## src/hw/rtl/sdsp_pkg.sv

```systemverilog
// Shared types and constants of the sound DSP port interface.
// No dependencies; the reply queue, the top level and the bench import this package.
package sdsp_pkg;

  // Reply queue geometry
  localparam int QUEUE_DEPTH = 16;
  localparam int QPW = (QUEUE_DEPTH > 1) ? $clog2(QUEUE_DEPTH) : 1;
  localparam int QFW = $clog2(QUEUE_DEPTH + 1);

  // Access kinds
  localparam logic CMD_WRITE = 1'b0;
  localparam logic CMD_READ  = 1'b1;

  // Port offsets
  localparam logic [3:0] PORT_MIX_INDEX = 4'h4;
  localparam logic [3:0] PORT_MIX_DATA  = 4'h5;
  localparam logic [3:0] PORT_RESET     = 4'h6;
  localparam logic [3:0] PORT_READ_DATA = 4'hA;
  localparam logic [3:0] PORT_COMMAND   = 4'hC;
  localparam logic [3:0] PORT_STATUS    = 4'hE;

  // DSP command bytes
  localparam logic [7:0] DSP_CMD_STOP    = 8'hD0;
  localparam logic [7:0] DSP_CMD_START   = 8'hD4;
  localparam logic [7:0] DSP_CMD_LENGTH  = 8'h14;
  localparam logic [7:0] DSP_CMD_RATE    = 8'h40;
  localparam logic [7:0] DSP_CMD_VERSION = 8'hE1;

  // Reply bytes and mixer constants
  localparam logic [7:0] REPLY_RESET     = 8'hAA;
  localparam logic [7:0] VERSION_MAJOR   = 8'h01;
  localparam logic [7:0] VERSION_MINOR   = 8'h05;
  localparam logic [7:0] STATUS_READY    = 8'h80;
  localparam logic [7:0] MIX_REG_STEREO  = 8'h0E;

  // Command byte that the next command-port write completes
  typedef enum logic [1:0] {
    PEND_NONE = 2'd0,
    PEND_RATE = 2'd1,
    PEND_LEN  = 2'd2
  } pend_t;

  // Control from the decoder to the reply queue
  typedef struct packed {
    logic       clear;
    logic       push_a;
    logic [7:0] data_a;
    logic       push_b;
    logic [7:0] data_b;
    logic       pop;
  } q_ctrl_t;

  // Circular pointer increment
  function automatic logic [QPW-1:0] ptr_inc(input logic [QPW-1:0] ptr);
    ptr_inc = (ptr == QPW'(QUEUE_DEPTH - 1)) ? '0 : ptr + 1'b1;
  endfunction

endpackage

```

## src/hw/rtl/sdsp_if.sv

```systemverilog
// Valid/ready channel interfaces for port accesses and their results.
// Depends on nothing but the payload widths fixed by the block.
interface sdsp_req_if (input logic clk);
  logic       valid;
  logic       ready;
  logic       cmd;
  logic [3:0] port;
  logic [7:0] wdata;

  modport source (input clk, output valid, input ready, output cmd, port, wdata);
  modport sink   (input clk, input valid, output ready, input cmd, port, wdata);
endinterface

interface sdsp_rsp_if (input logic clk);
  logic        valid;
  logic        ready;
  logic [7:0]  rdata;
  logic        dma_start;
  logic        dma_stop;
  logic [15:0] dma_length;
  logic [7:0]  rate_code;
  logic        stereo_mode;

  modport source (input clk, output valid, input ready,
                  output rdata, dma_start, dma_stop, dma_length, rate_code, stereo_mode);
  modport sink   (input clk, input valid, output ready,
                  input rdata, dma_start, dma_stop, dma_length, rate_code, stereo_mode);
endinterface

```

## src/hw/rtl/sdsp_reply_queue.sv

```systemverilog
// Reply byte queue of the DSP: clear, up to two pushes and one pop per cycle.
// Depends on sdsp_pkg.
module sdsp_reply_queue
  import sdsp_pkg::*;
(
  input  logic       clk,
  input  logic       rst,
  input  q_ctrl_t    ctrl,
  output logic [7:0] head_data,
  output logic       not_empty
);

  logic [7:0]     mem [QUEUE_DEPTH];
  logic [QPW-1:0] head, tail;
  logic [QFW-1:0] fill;
  logic [QPW-1:0] head_next, tail_next;
  logic [QFW-1:0] fill_next;
  logic           we_a, we_b;
  logic [QPW-1:0] addr_a, addr_b;

  // Pointer update; pushes beyond the depth are dropped
  always_comb begin
    head_next = head;
    tail_next = tail;
    fill_next = fill;
    we_a      = 1'b0;
    we_b      = 1'b0;
    addr_a    = tail;
    addr_b    = tail;
    if (ctrl.clear) begin
      head_next = '0;
      tail_next = '0;
      fill_next = '0;
    end
    if (ctrl.push_a && fill_next != QFW'(QUEUE_DEPTH)) begin
      we_a      = 1'b1;
      addr_a    = tail_next;
      tail_next = ptr_inc(tail_next);
      fill_next = fill_next + 1'b1;
    end
    if (ctrl.push_b && fill_next != QFW'(QUEUE_DEPTH)) begin
      we_b      = 1'b1;
      addr_b    = tail_next;
      tail_next = ptr_inc(tail_next);
      fill_next = fill_next + 1'b1;
    end
    if (ctrl.pop && fill_next != '0) begin
      head_next = ptr_inc(head_next);
      fill_next = fill_next - 1'b1;
    end
  end

  always_ff @(posedge clk) begin
    if (rst) begin
      head <= '0;
      tail <= '0;
      fill <= '0;
    end else begin
      head <= head_next;
      tail <= tail_next;
      fill <= fill_next;
    end
  end

  // Queue storage, no reset
  always_ff @(posedge clk) begin
    if (we_a) mem[addr_a] <= ctrl.data_a;
    if (we_b) mem[addr_b] <= ctrl.data_b;
  end

  assign head_data = mem[head];
  assign not_empty = (fill != '0);

endmodule

```

## src/hw/rtl/sound_dsp_port_interface.sv

```systemverilog
// Top level of the sound DSP port interface: access register, decoder, result register.
// Depends on sdsp_pkg, sdsp_if and sdsp_reply_queue.
//
// One port access (read or write at a 4-bit offset) per transfer on req, one result per
// transfer on rsp. The block takes a new access every cycle unless rsp backpressure holds
// it. An access taken sits in the access register; when it advances, its result moves into
// the result register, from which it is offered on rsp. The whole decode and the reply
// queue update sit between those two registers, so each access sees all state left by
// the one before it.
// Backpressure on rsp holds both registers; req keeps flowing while the result register
// is free or being drained.
module sound_dsp_port_interface
  import sdsp_pkg::*;
(
  input  logic        clk,
  input  logic        rst,
  sdsp_req_if.sink    req,
  sdsp_rsp_if.source  rsp
);

  // Access register
  logic       s1_valid;
  logic       s1_cmd;
  logic [3:0] s1_port;
  logic [7:0] s1_wdata;
  logic       advance;

  // Device state
  pend_t       pending, pending_next;
  logic        length_phase, length_phase_next;
  logic [15:0] transfer_length, transfer_length_next;
  logic [7:0]  rate_byte, rate_byte_next;
  logic        stereo_bit, stereo_bit_next;
  logic [7:0]  mixer_select, mixer_select_next;

  // Decode results
  logic [7:0] rdata_next;
  logic       start_next, stop_next;
  q_ctrl_t    qctrl, qctrl_gated;
  logic [7:0] q_head;
  logic       q_not_empty;

  // Result register
  logic        out_valid;
  logic [7:0]  out_rdata;
  logic        out_start, out_stop;

  assign advance   = s1_valid && (!out_valid || rsp.ready);
  assign req.ready = !s1_valid || advance;

  always_ff @(posedge clk) begin
    if (rst) begin
      s1_valid <= 1'b0;
    end else if (req.ready) begin
      s1_valid <= req.valid;
    end
  end

  always_ff @(posedge clk) begin
    if (req.ready && req.valid) begin
      s1_cmd   <= req.cmd;
      s1_port  <= req.port;
      s1_wdata <= req.wdata;
    end
  end

  // Access decode
  always_comb begin
    pending_next         = pending;
    length_phase_next    = length_phase;
    transfer_length_next = transfer_length;
    rate_byte_next       = rate_byte;
    stereo_bit_next      = stereo_bit;
    mixer_select_next    = mixer_select;
    rdata_next           = '0;
    start_next           = 1'b0;
    stop_next            = 1'b0;
    qctrl                = '0;
    qctrl.data_a         = REPLY_RESET;
    qctrl.data_b         = VERSION_MINOR;
    if (s1_cmd == CMD_READ) begin
      unique case (s1_port)
        PORT_READ_DATA: begin
          qctrl.pop  = 1'b1;
          rdata_next = q_not_empty ? q_head : '0;
        end
        PORT_COMMAND, PORT_STATUS: begin
          rdata_next = q_not_empty ? STATUS_READY : '0;
        end
        PORT_MIX_DATA: begin
          rdata_next = (mixer_select == MIX_REG_STEREO) ? {6'b0, stereo_bit, 1'b0} : '0;
        end
        default: ;
      endcase
    end else begin
      unique case (s1_port)
        PORT_RESET: begin
          qctrl.clear  = 1'b1;
          qctrl.push_a = 1'b1;
          qctrl.data_a = REPLY_RESET;
        end
        PORT_COMMAND: begin
          unique case (pending)
            PEND_RATE: begin
              rate_byte_next = s1_wdata;
              pending_next   = PEND_NONE;
            end
            PEND_LEN: begin
              length_phase_next = !length_phase;
              if (!length_phase) begin
                transfer_length_next = {8'h00, s1_wdata};
              end else begin
                transfer_length_next = transfer_length + {s1_wdata, 8'h00};
                pending_next         = PEND_NONE;
                start_next           = 1'b1;
              end
            end
            default: begin
              unique case (s1_wdata)
                DSP_CMD_STOP:   stop_next = 1'b1;
                DSP_CMD_START:  start_next = 1'b1;
                DSP_CMD_LENGTH: begin
                  length_phase_next = 1'b0;
                  pending_next      = PEND_LEN;
                end
                DSP_CMD_RATE:   pending_next = PEND_RATE;
                DSP_CMD_VERSION: begin
                  qctrl.push_a = 1'b1;
                  qctrl.data_a = VERSION_MAJOR;
                  qctrl.push_b = 1'b1;
                  qctrl.data_b = VERSION_MINOR;
                end
                default: ;
              endcase
            end
          endcase
        end
        PORT_MIX_INDEX: mixer_select_next = s1_wdata;
        PORT_MIX_DATA: begin
          if (mixer_select == MIX_REG_STEREO) stereo_bit_next = s1_wdata[1];
        end
        default: ;
      endcase
    end
  end

  // Queue acts only when the access moves on
  always_comb begin
    qctrl_gated        = qctrl;
    qctrl_gated.clear  = qctrl.clear && advance;
    qctrl_gated.push_a = qctrl.push_a && advance;
    qctrl_gated.push_b = qctrl.push_b && advance;
    qctrl_gated.pop    = qctrl.pop && advance;
  end

  sdsp_reply_queue u_queue (
    .clk       (clk),
    .rst       (rst),
    .ctrl      (qctrl_gated),
    .head_data (q_head),
    .not_empty (q_not_empty)
  );

  // State update
  always_ff @(posedge clk) begin
    if (rst) begin
      pending         <= PEND_NONE;
      length_phase    <= 1'b0;
      transfer_length <= '0;
      rate_byte       <= '0;
      stereo_bit      <= 1'b0;
      mixer_select    <= '0;
    end else if (advance) begin
      pending         <= pending_next;
      length_phase    <= length_phase_next;
      transfer_length <= transfer_length_next;
      rate_byte       <= rate_byte_next;
      stereo_bit      <= stereo_bit_next;
      mixer_select    <= mixer_select_next;
    end
  end

  // Result register
  always_ff @(posedge clk) begin
    if (rst) begin
      out_valid <= 1'b0;
    end else if (advance) begin
      out_valid <= 1'b1;
    end else if (rsp.ready) begin
      out_valid <= 1'b0;
    end
  end

  always_ff @(posedge clk) begin
    if (advance) begin
      out_rdata <= rdata_next;
      out_start <= start_next;
      out_stop  <= stop_next;
    end
  end

  assign rsp.valid       = out_valid;
  assign rsp.rdata       = out_rdata;
  assign rsp.dma_start   = out_start;
  assign rsp.dma_stop    = out_stop;
  // Persistent fields already hold the value left by the access in the result register
  assign rsp.dma_length  = transfer_length;
  assign rsp.rate_code   = rate_byte;
  assign rsp.stereo_mode = stereo_bit;

endmodule

```

## src/flat_wrapper.sv

```systemverilog
// flat-port wrapper written by rule: the top's interface ports become plain ports
module sound_dsp_port_interface_flat import sdsp_pkg::*;
  (clk, rst, req_valid, req_ready, req_cmd, req_port, req_wdata, rsp_valid, rsp_ready, rsp_rdata, rsp_dma_start, rsp_dma_stop, rsp_dma_length, rsp_rate_code, rsp_stereo_mode);
  sdsp_req_if req_i (.clk(clk));
  sdsp_rsp_if rsp_i (.clk(clk));
  input  logic clk;
  input  logic rst;
  input wire logic [$bits(req_i.valid)-1:0] req_valid;
  output wire logic [$bits(req_i.ready)-1:0] req_ready;
  input wire logic [$bits(req_i.cmd)-1:0] req_cmd;
  input wire logic [$bits(req_i.port)-1:0] req_port;
  input wire logic [$bits(req_i.wdata)-1:0] req_wdata;
  output wire logic [$bits(rsp_i.valid)-1:0] rsp_valid;
  input wire logic [$bits(rsp_i.ready)-1:0] rsp_ready;
  output wire logic [$bits(rsp_i.rdata)-1:0] rsp_rdata;
  output wire logic [$bits(rsp_i.dma_start)-1:0] rsp_dma_start;
  output wire logic [$bits(rsp_i.dma_stop)-1:0] rsp_dma_stop;
  output wire logic [$bits(rsp_i.dma_length)-1:0] rsp_dma_length;
  output wire logic [$bits(rsp_i.rate_code)-1:0] rsp_rate_code;
  output wire logic [$bits(rsp_i.stereo_mode)-1:0] rsp_stereo_mode;
  assign req_i.valid = req_valid;
  assign req_ready = req_i.ready;
  assign req_i.cmd = req_cmd;
  assign req_i.port = req_port;
  assign req_i.wdata = req_wdata;
  assign rsp_valid = rsp_i.valid;
  assign rsp_i.ready = rsp_ready;
  assign rsp_rdata = rsp_i.rdata;
  assign rsp_dma_start = rsp_i.dma_start;
  assign rsp_dma_stop = rsp_i.dma_stop;
  assign rsp_dma_length = rsp_i.dma_length;
  assign rsp_rate_code = rsp_i.rate_code;
  assign rsp_stereo_mode = rsp_i.stereo_mode;
  sound_dsp_port_interface u_core (.clk(clk), .rst(rst), .req(req_i), .rsp(rsp_i));
endmodule
```

## config.mk

```make
export PLATFORM = sky130hd
export DESIGN_NAME = sound_dsp_port_interface_flat
export DESIGN_NICKNAME = d
export VERILOG_FILES = /design/src/hw/rtl/sdsp_pkg.sv /design/src/hw/rtl/sdsp_if.sv /design/src/hw/rtl/sdsp_reply_queue.sv /design/src/hw/rtl/sound_dsp_port_interface.sv /design/src/flat_wrapper.sv
export SDC_FILE = /design/constraint.sdc
export NUM_CORES = 1
export LEC_CHECK = 0
export BUFFER_PORTS_ARGS = -buffer_cell sky130_fd_sc_hd__buf_2
export CAP_MARGIN = 30
export CORE_ASPECT_RATIO = 2
export CORE_MARGIN = 2
export CORE_UTILIZATION = 59
export DETAILED_ROUTE_END_ITERATION = 16
export PLACE_DENSITY_LB_ADDON = 0.08
export SLEW_MARGIN = 20
export SYNTH_ARGS = -nofsm -noshare
export SYNTH_HDL_FRONTEND = slang
export SYNTH_SLANG_ARGS = --single-unit
```

## constraint.sdc

```tcl
create_clock -name clk -period 7.6 [get_ports clk]
set_clock_uncertainty 0.15 [all_clocks]
set_input_delay 1.52 -clock clk [delete_from_list [all_inputs] [get_ports clk]]
set_output_delay 1.52 -clock clk [all_outputs]
set_load 0.02 [all_outputs]
```

* Word level (Yosys, flattened, before mapping)
Memory sizes are Yosys's and may differ from the RTL's. A register that Yosys moved wholly into a read port is not among the register bits.
Cells that the tools add are included.
** Operators by class
- Multiplexer cells :: 45
- Reductions and logical operators :: 29
- Eq/ne operators :: 20
- $add $sub $neg :: 7
- Bitwise gates (word level) :: 3
** Operators with widths (number)
- $mux W4 :: 11
- $mux W18 :: 2
- $eq A4 B4 Y1 const B :: 6
- $eq A8 B8 Y1 const B :: 3
- $pmux W8 S3 :: 1
- $mux W5 :: 4
- $mux W19 :: 1
- $pmux W9 S2 :: 1
- $add A16 B16 Y16 :: 1
- $mux W16 :: 1
- $mux W8 :: 2
- $mux W1 :: 15
- $add A4 B1 Y4 const B :: 3
- $eq A4 B3 Y1 const B :: 3
- $reduce_and A4 Y1 :: 3
- $add A5 B1 Y5 const B :: 2
- $ne A5 B5 Y1 const B :: 2
- $reduce_and A5 Y1 :: 2
- $reduce_bool A5 Y1 :: 2
- $logic_and A1 B1 Y1 :: 9
- $mux W9 :: 1
- $eq A8 B4 Y1 const B :: 1
- $eq A8 B5 Y1 const B :: 1
- $eq A8 B7 Y1 const B :: 1
- other kinds (15) :: 26
** Word-level totals
- Input bits :: 17
- Memories kept :: 1
- Logic and storage cells :: 122
- Flip-flop bits (word level) :: 74
- Bits in writable memories :: 128
** Memories
- u_core.u_queue.mem :: words 16, width 8, read ports 1, clocked after Yosys merged registers in 1, wr ports 2, RTL line sdsp_reply_queue.sv:13 : logic [7:0] mem [QUEUE_DEPTH];

* Logic depth before layout (Yosys ltp)
- Word-level depth :: 17
- Depth in mapped cells :: 22
- Mapped depth without buffers :: 18

* Cells and area by module
From an unflattened synthesis, not the netlist that was laid out.
** Second synthesis, totals
- Cell total of the unflattened synthesis :: 846
- Area total of the unflattened synthesis :: 10859.2 sq um
** By module, submodules not included
- sdsp_reply_queue :: times used 1, cells an instance 551, area each 8130.3 sq um
- sound_dsp_port_interface :: times used 1, cells an instance 295, area each 2728.9 sq um

* Least setup slack after synthesis
Ideal clock, no wire load.
- Path type :: input port to flip-flop
- Start :: input port rsp_ready
- End :: register u_core.u_queue.fill[2]
- Stages on the path :: 20
- Arrival :: 5.686 ns
- Path buffers :: 4
- Library setup time :: 0.070 ns
- Path slack :: 1.694 ns
- Cell sequence :: nor2b_1 -> buf_2 -> or4_1 -> buf_2 -> clkbuf_1 -> nand2_1 -> ha_1 -> and4bb_2 -> nor2b_2 -> a31oi_1 -> mux2i_1 -> ha_1 -> or3b_4 -> o31ai_2 -> buf_2 -> xnor2_1 -> ha_1 -> nand2_1 -> or3_1 -> a21oi_1
** Between the ends
- Longest elaborated chain between the ends :: 13
** RTL lines
- start, declared :: RTL line flat_wrapper.sv:14 : input wire logic [$bits(rsp_i.ready)-1:0] rsp_ready;
- $logic_or A1 B1 Y1 (*) :: RTL line sound_dsp_port_interface.sv:48 : assign advance = s1_valid && (!out_valid || rsp.ready);
- $logic_and A1 B1 Y1 (*) :: RTL line sound_dsp_port_interface.sv:48
- parallel branches: the longest is 10 deep, another holds $add A5 B1 Y5
- $mux W5 (*) :: RTL line sdsp_reply_queue.sv:47 : if (ctrl.pop && fill_next != '0) begin
- end signal, assigned :: RTL line sdsp_reply_queue.sv:61 : fill <= fill_next;
- end, declared :: RTL line sdsp_reply_queue.sv:15 : logic [QFW-1:0] fill;
Every way passes the cells marked *.
A chain may end at the register's enable or synchronous reset.

* Final worst setup path
Same ends and word-level chain as after synthesis.

==> run summary <==
DRT iter0 DRCs -> 264
fin crit period -> 6120 ps
Setup Viol. Count Final -> 0
post-synthesis cell type count -> 71
wire per inst -> 18.8 um
total die area -> 10700 um^2
most common cell after layout, fill and taps aside -> dfxtp_1
slew margin rel. -> 40.9%
first-pass GRT wire length -> 23.7 mm
worst setup margin -> 1480 ps
Area Growth Syn to Fin -> 16.1%
Die Y -> 144 um
row count -> 51
grt ovf -> 0
Clock Path Buffers -> 2
final wirelength -> 15.2 mm
clk slew on worst S/H paths -> 50 ps
commonest non-fill, non-tap cells in the layout -> dfxtp_1 (99), nand2_1 (95), buf_2 (51)
number of enable flip-flop cells after synthesis -> 20
fmax -> 0.163 GHz
dpl ws -> 1120 ps
post-detail-place hpwl -> 11.4 mm
core area -> 9640 um^2
# H-tree levels -> 4
Final Cycle Share -> 80.6%
Placed Area -> 6100 um^2
Reg area -> 2580 um^2
Setup TNS Final -> 0 ps
Cells after Synth -> 616
Seq/Total Area, Yosys -> 44.7%
fillcell total -> 765
GPL Wtd Cong -> 0.977
CP required -> 7790 ps
worst hold slack -> 287 ps
worst-path fanout max -> 14
Max VDD drop -> 0.210 mV
worst endpoint data arrival time -> 6320 ps
post-detailed-route count of antenna-violating nets -> 0
RSZ-0062 raised after global routing -> false
ys async rst share -> 0%
leakage -> 2.72 nW
Sink Count -> 119
cell mode on critical path -> ha_1
initial antenna violation count -> 0
Vias -> 4840
vias in the first global route -> 4949
final instance area -> 6710 um^2
slowest stage delay, CP -> 600 ps
CTS tree -> done
Root Buffer Master -> clkbuf_16
antenna cells -> 0
Seq cells post-synth -> 119
Clk Latency, worst-skew pair -> 410 ps
measured slew at the worst slew-check pin -> 884 ps
worst path bufs/invs -> 2
Mapped Area -> 5780 um^2
GR Util All Layers -> 30.3%
Hold WC Path Type -> flop to flop
vias per inst -> 5.99
post-CTS setup buffer count -> 0
Starting Density -> 60.0%
# IOs -> 54
slowest cell on the critical path -> nor2b_1
Die X -> 74.0 um
fin util -> 69.7%
layout cells sized above 1 -> 17.6%
CP top delay family -> simple AND/OR/NAND/NOR gates
Critical Path End Type -> flop
cells along the critical path -> buf_2 -> nor2b_1 -> or4_1 -> nand2_1 -> ha_1 -> and4bb_2 -> nor2b_2 -> nand3_1 -> o21ai_1 -> ha_1 -> or3b_4 -> o31ai_2 -> buf_4 -> xnor2_1 -> ha_1 -> nand2_1 -> or3_1 -> a21oi_1
post_cts resized -> 0
max cap viols -> 0
max-slew violations -> 0
pin count of the biggest net entering global routing -> 52
Post-CTS Hold Buffers -> 0
CP Launch Type -> primary input
DR pass1 iterations -> 4
critical path class -> primary input to flop
Hold Violations, Final -> 0
status -> finished clean
YS warnings -> 0
Syn Area/Cell -> 9.39 um^2
DR DRC count -> 0
total CTS buffers -> 17
Power per Cell Area -> 224 nW/um^2
IO buf count -> 51
Final nets -> 698
area of the multi-input gates -> 3000 um^2
Primary FF master, synth -> dfxtp_1
## state kept, by name, indices dropped and copies added, names as in the netlist, 2 cells and up
| register | count |
|---|---|
| u_core.u_queue.mem | 48 |
| u_core.mixer_select | 8 |
| u_core.rsp.dma_length | 16 |
| u_core.rsp.rdata | 5 |
| u_core.u_queue.fill | 5 |
| u_core.s1_port | 4 |
| u_core.pending | 2 |
| u_core.u_queue.head | 4 |
| u_core.u_queue.tail | 4 |
| u_core.s1_wdata | 8 |
| u_core.rsp.rate_code | 8 |
## synthesized netlist by cell type, drive strengths merged, types with 3 or more instances
library cell | count | area (um^2)
a21o | 3 | 22.5
inv | 18 | 67.6
dfxtp | 99 | 1980
mux2i | 11 | 110
o31a | 3 | 26.3
a22oi | 6 | 45.0
o21bai | 4 | 30.0
nor3b | 3 | 22.5
buf | 12 | 73.8
and3 | 12 | 75.1
nor3 | 15 | 86.3
xor2 | 6 | 52.6
nor2 | 44 | 165
nand2 | 95 | 357
edfxtp | 20 | 601
a21oi | 41 | 205
xnor2 | 7 | 61.3
nand3b | 11 | 82.6
and2 | 17 | 106
nand2b | 11 | 71.3
o21ai | 29 | 145
or2 | 3 | 18.8
a31oi | 3 | 18.8
ha | 17 | 213
a21boi | 3 | 22.5
nor2b | 7 | 46.3
o21a | 4 | 30.0
nor4 | 6 | 52.6
nor4b | 4 | 41.3
clkbuf | 16 | 60.1
mux4 | 15 | 338
or4 | 4 | 30.0
or3 | 5 | 31.3
a211oi | 7 | 57.6
nand3 | 26 | 130
## logic make-up after synthesis
| family | after synthesis | synth area share (%) |
|---|---|---|
| other cells | 1 | 0.0648 |
| flops | 119 | 44.7 |
| xor+xnor | 13 | 1.97 |
| simple gates | 274 | 24.9 |
| mux | 28 | 8.13 |
| compound gates | 117 | 12.8 |
| fa+ha+maj | 18 | 4.02 |
| buf+inv | 46 | 3.48 |
## per-stage QoR
step,total power [mW],instances
2_1_floorplan,0.701,617
3_3_place_gp,0.715,775
3_5_place_dp,0.716,775
4_1_cts,1.51,807
5_1_grt,1.54,808
6_report,1.50,808
## area by class of cell
cell class | instances | share of cell area (%)
timing repair buffer | 55 | 4.44
multi-input combinational | 452 | 44.7
clock inverter | 13 | 2.16
sequential | 119 | 38.5
tap | 132 | 2.46
clock buffer | 19 | 6.75
inverter | 18 | 1.01
## path summary, 6_finish.rpt
kind	end	cells after the start	slack, ps	startpoint
max reg2reg	u_core.u_queue.fill[2]	17	2320	u_core.rsp.valid
max	u_core.u_queue.fill[2]	18	1480	rsp_ready
min reg2reg	u_core.u_queue.mem[14][0]	1	290	u_core.u_queue.mem[14][0]
min	u_core.u_queue.mem[14][0]	1	290	u_core.u_queue.mem[14][0]
## power by group
part           total, mW  internal (mW)  switching, mW
Clock              0.798          0.503          0.295
Sequential         0.663          0.650         0.0125
Combinational     0.0427         0.0182         0.0246
## metal layers
metal / global-route usage [%] / wire (um) / vias up
met5: 0 / 0 / -
met1: 26.0 / 4960 / 2309
met3: 6.62 / 514 / 73
met4: 22.0 / 1130 / 0
met2: 57.6 / 8620 / 156
li1: - / - / 2302
Power figures use the tool's default switching activity.
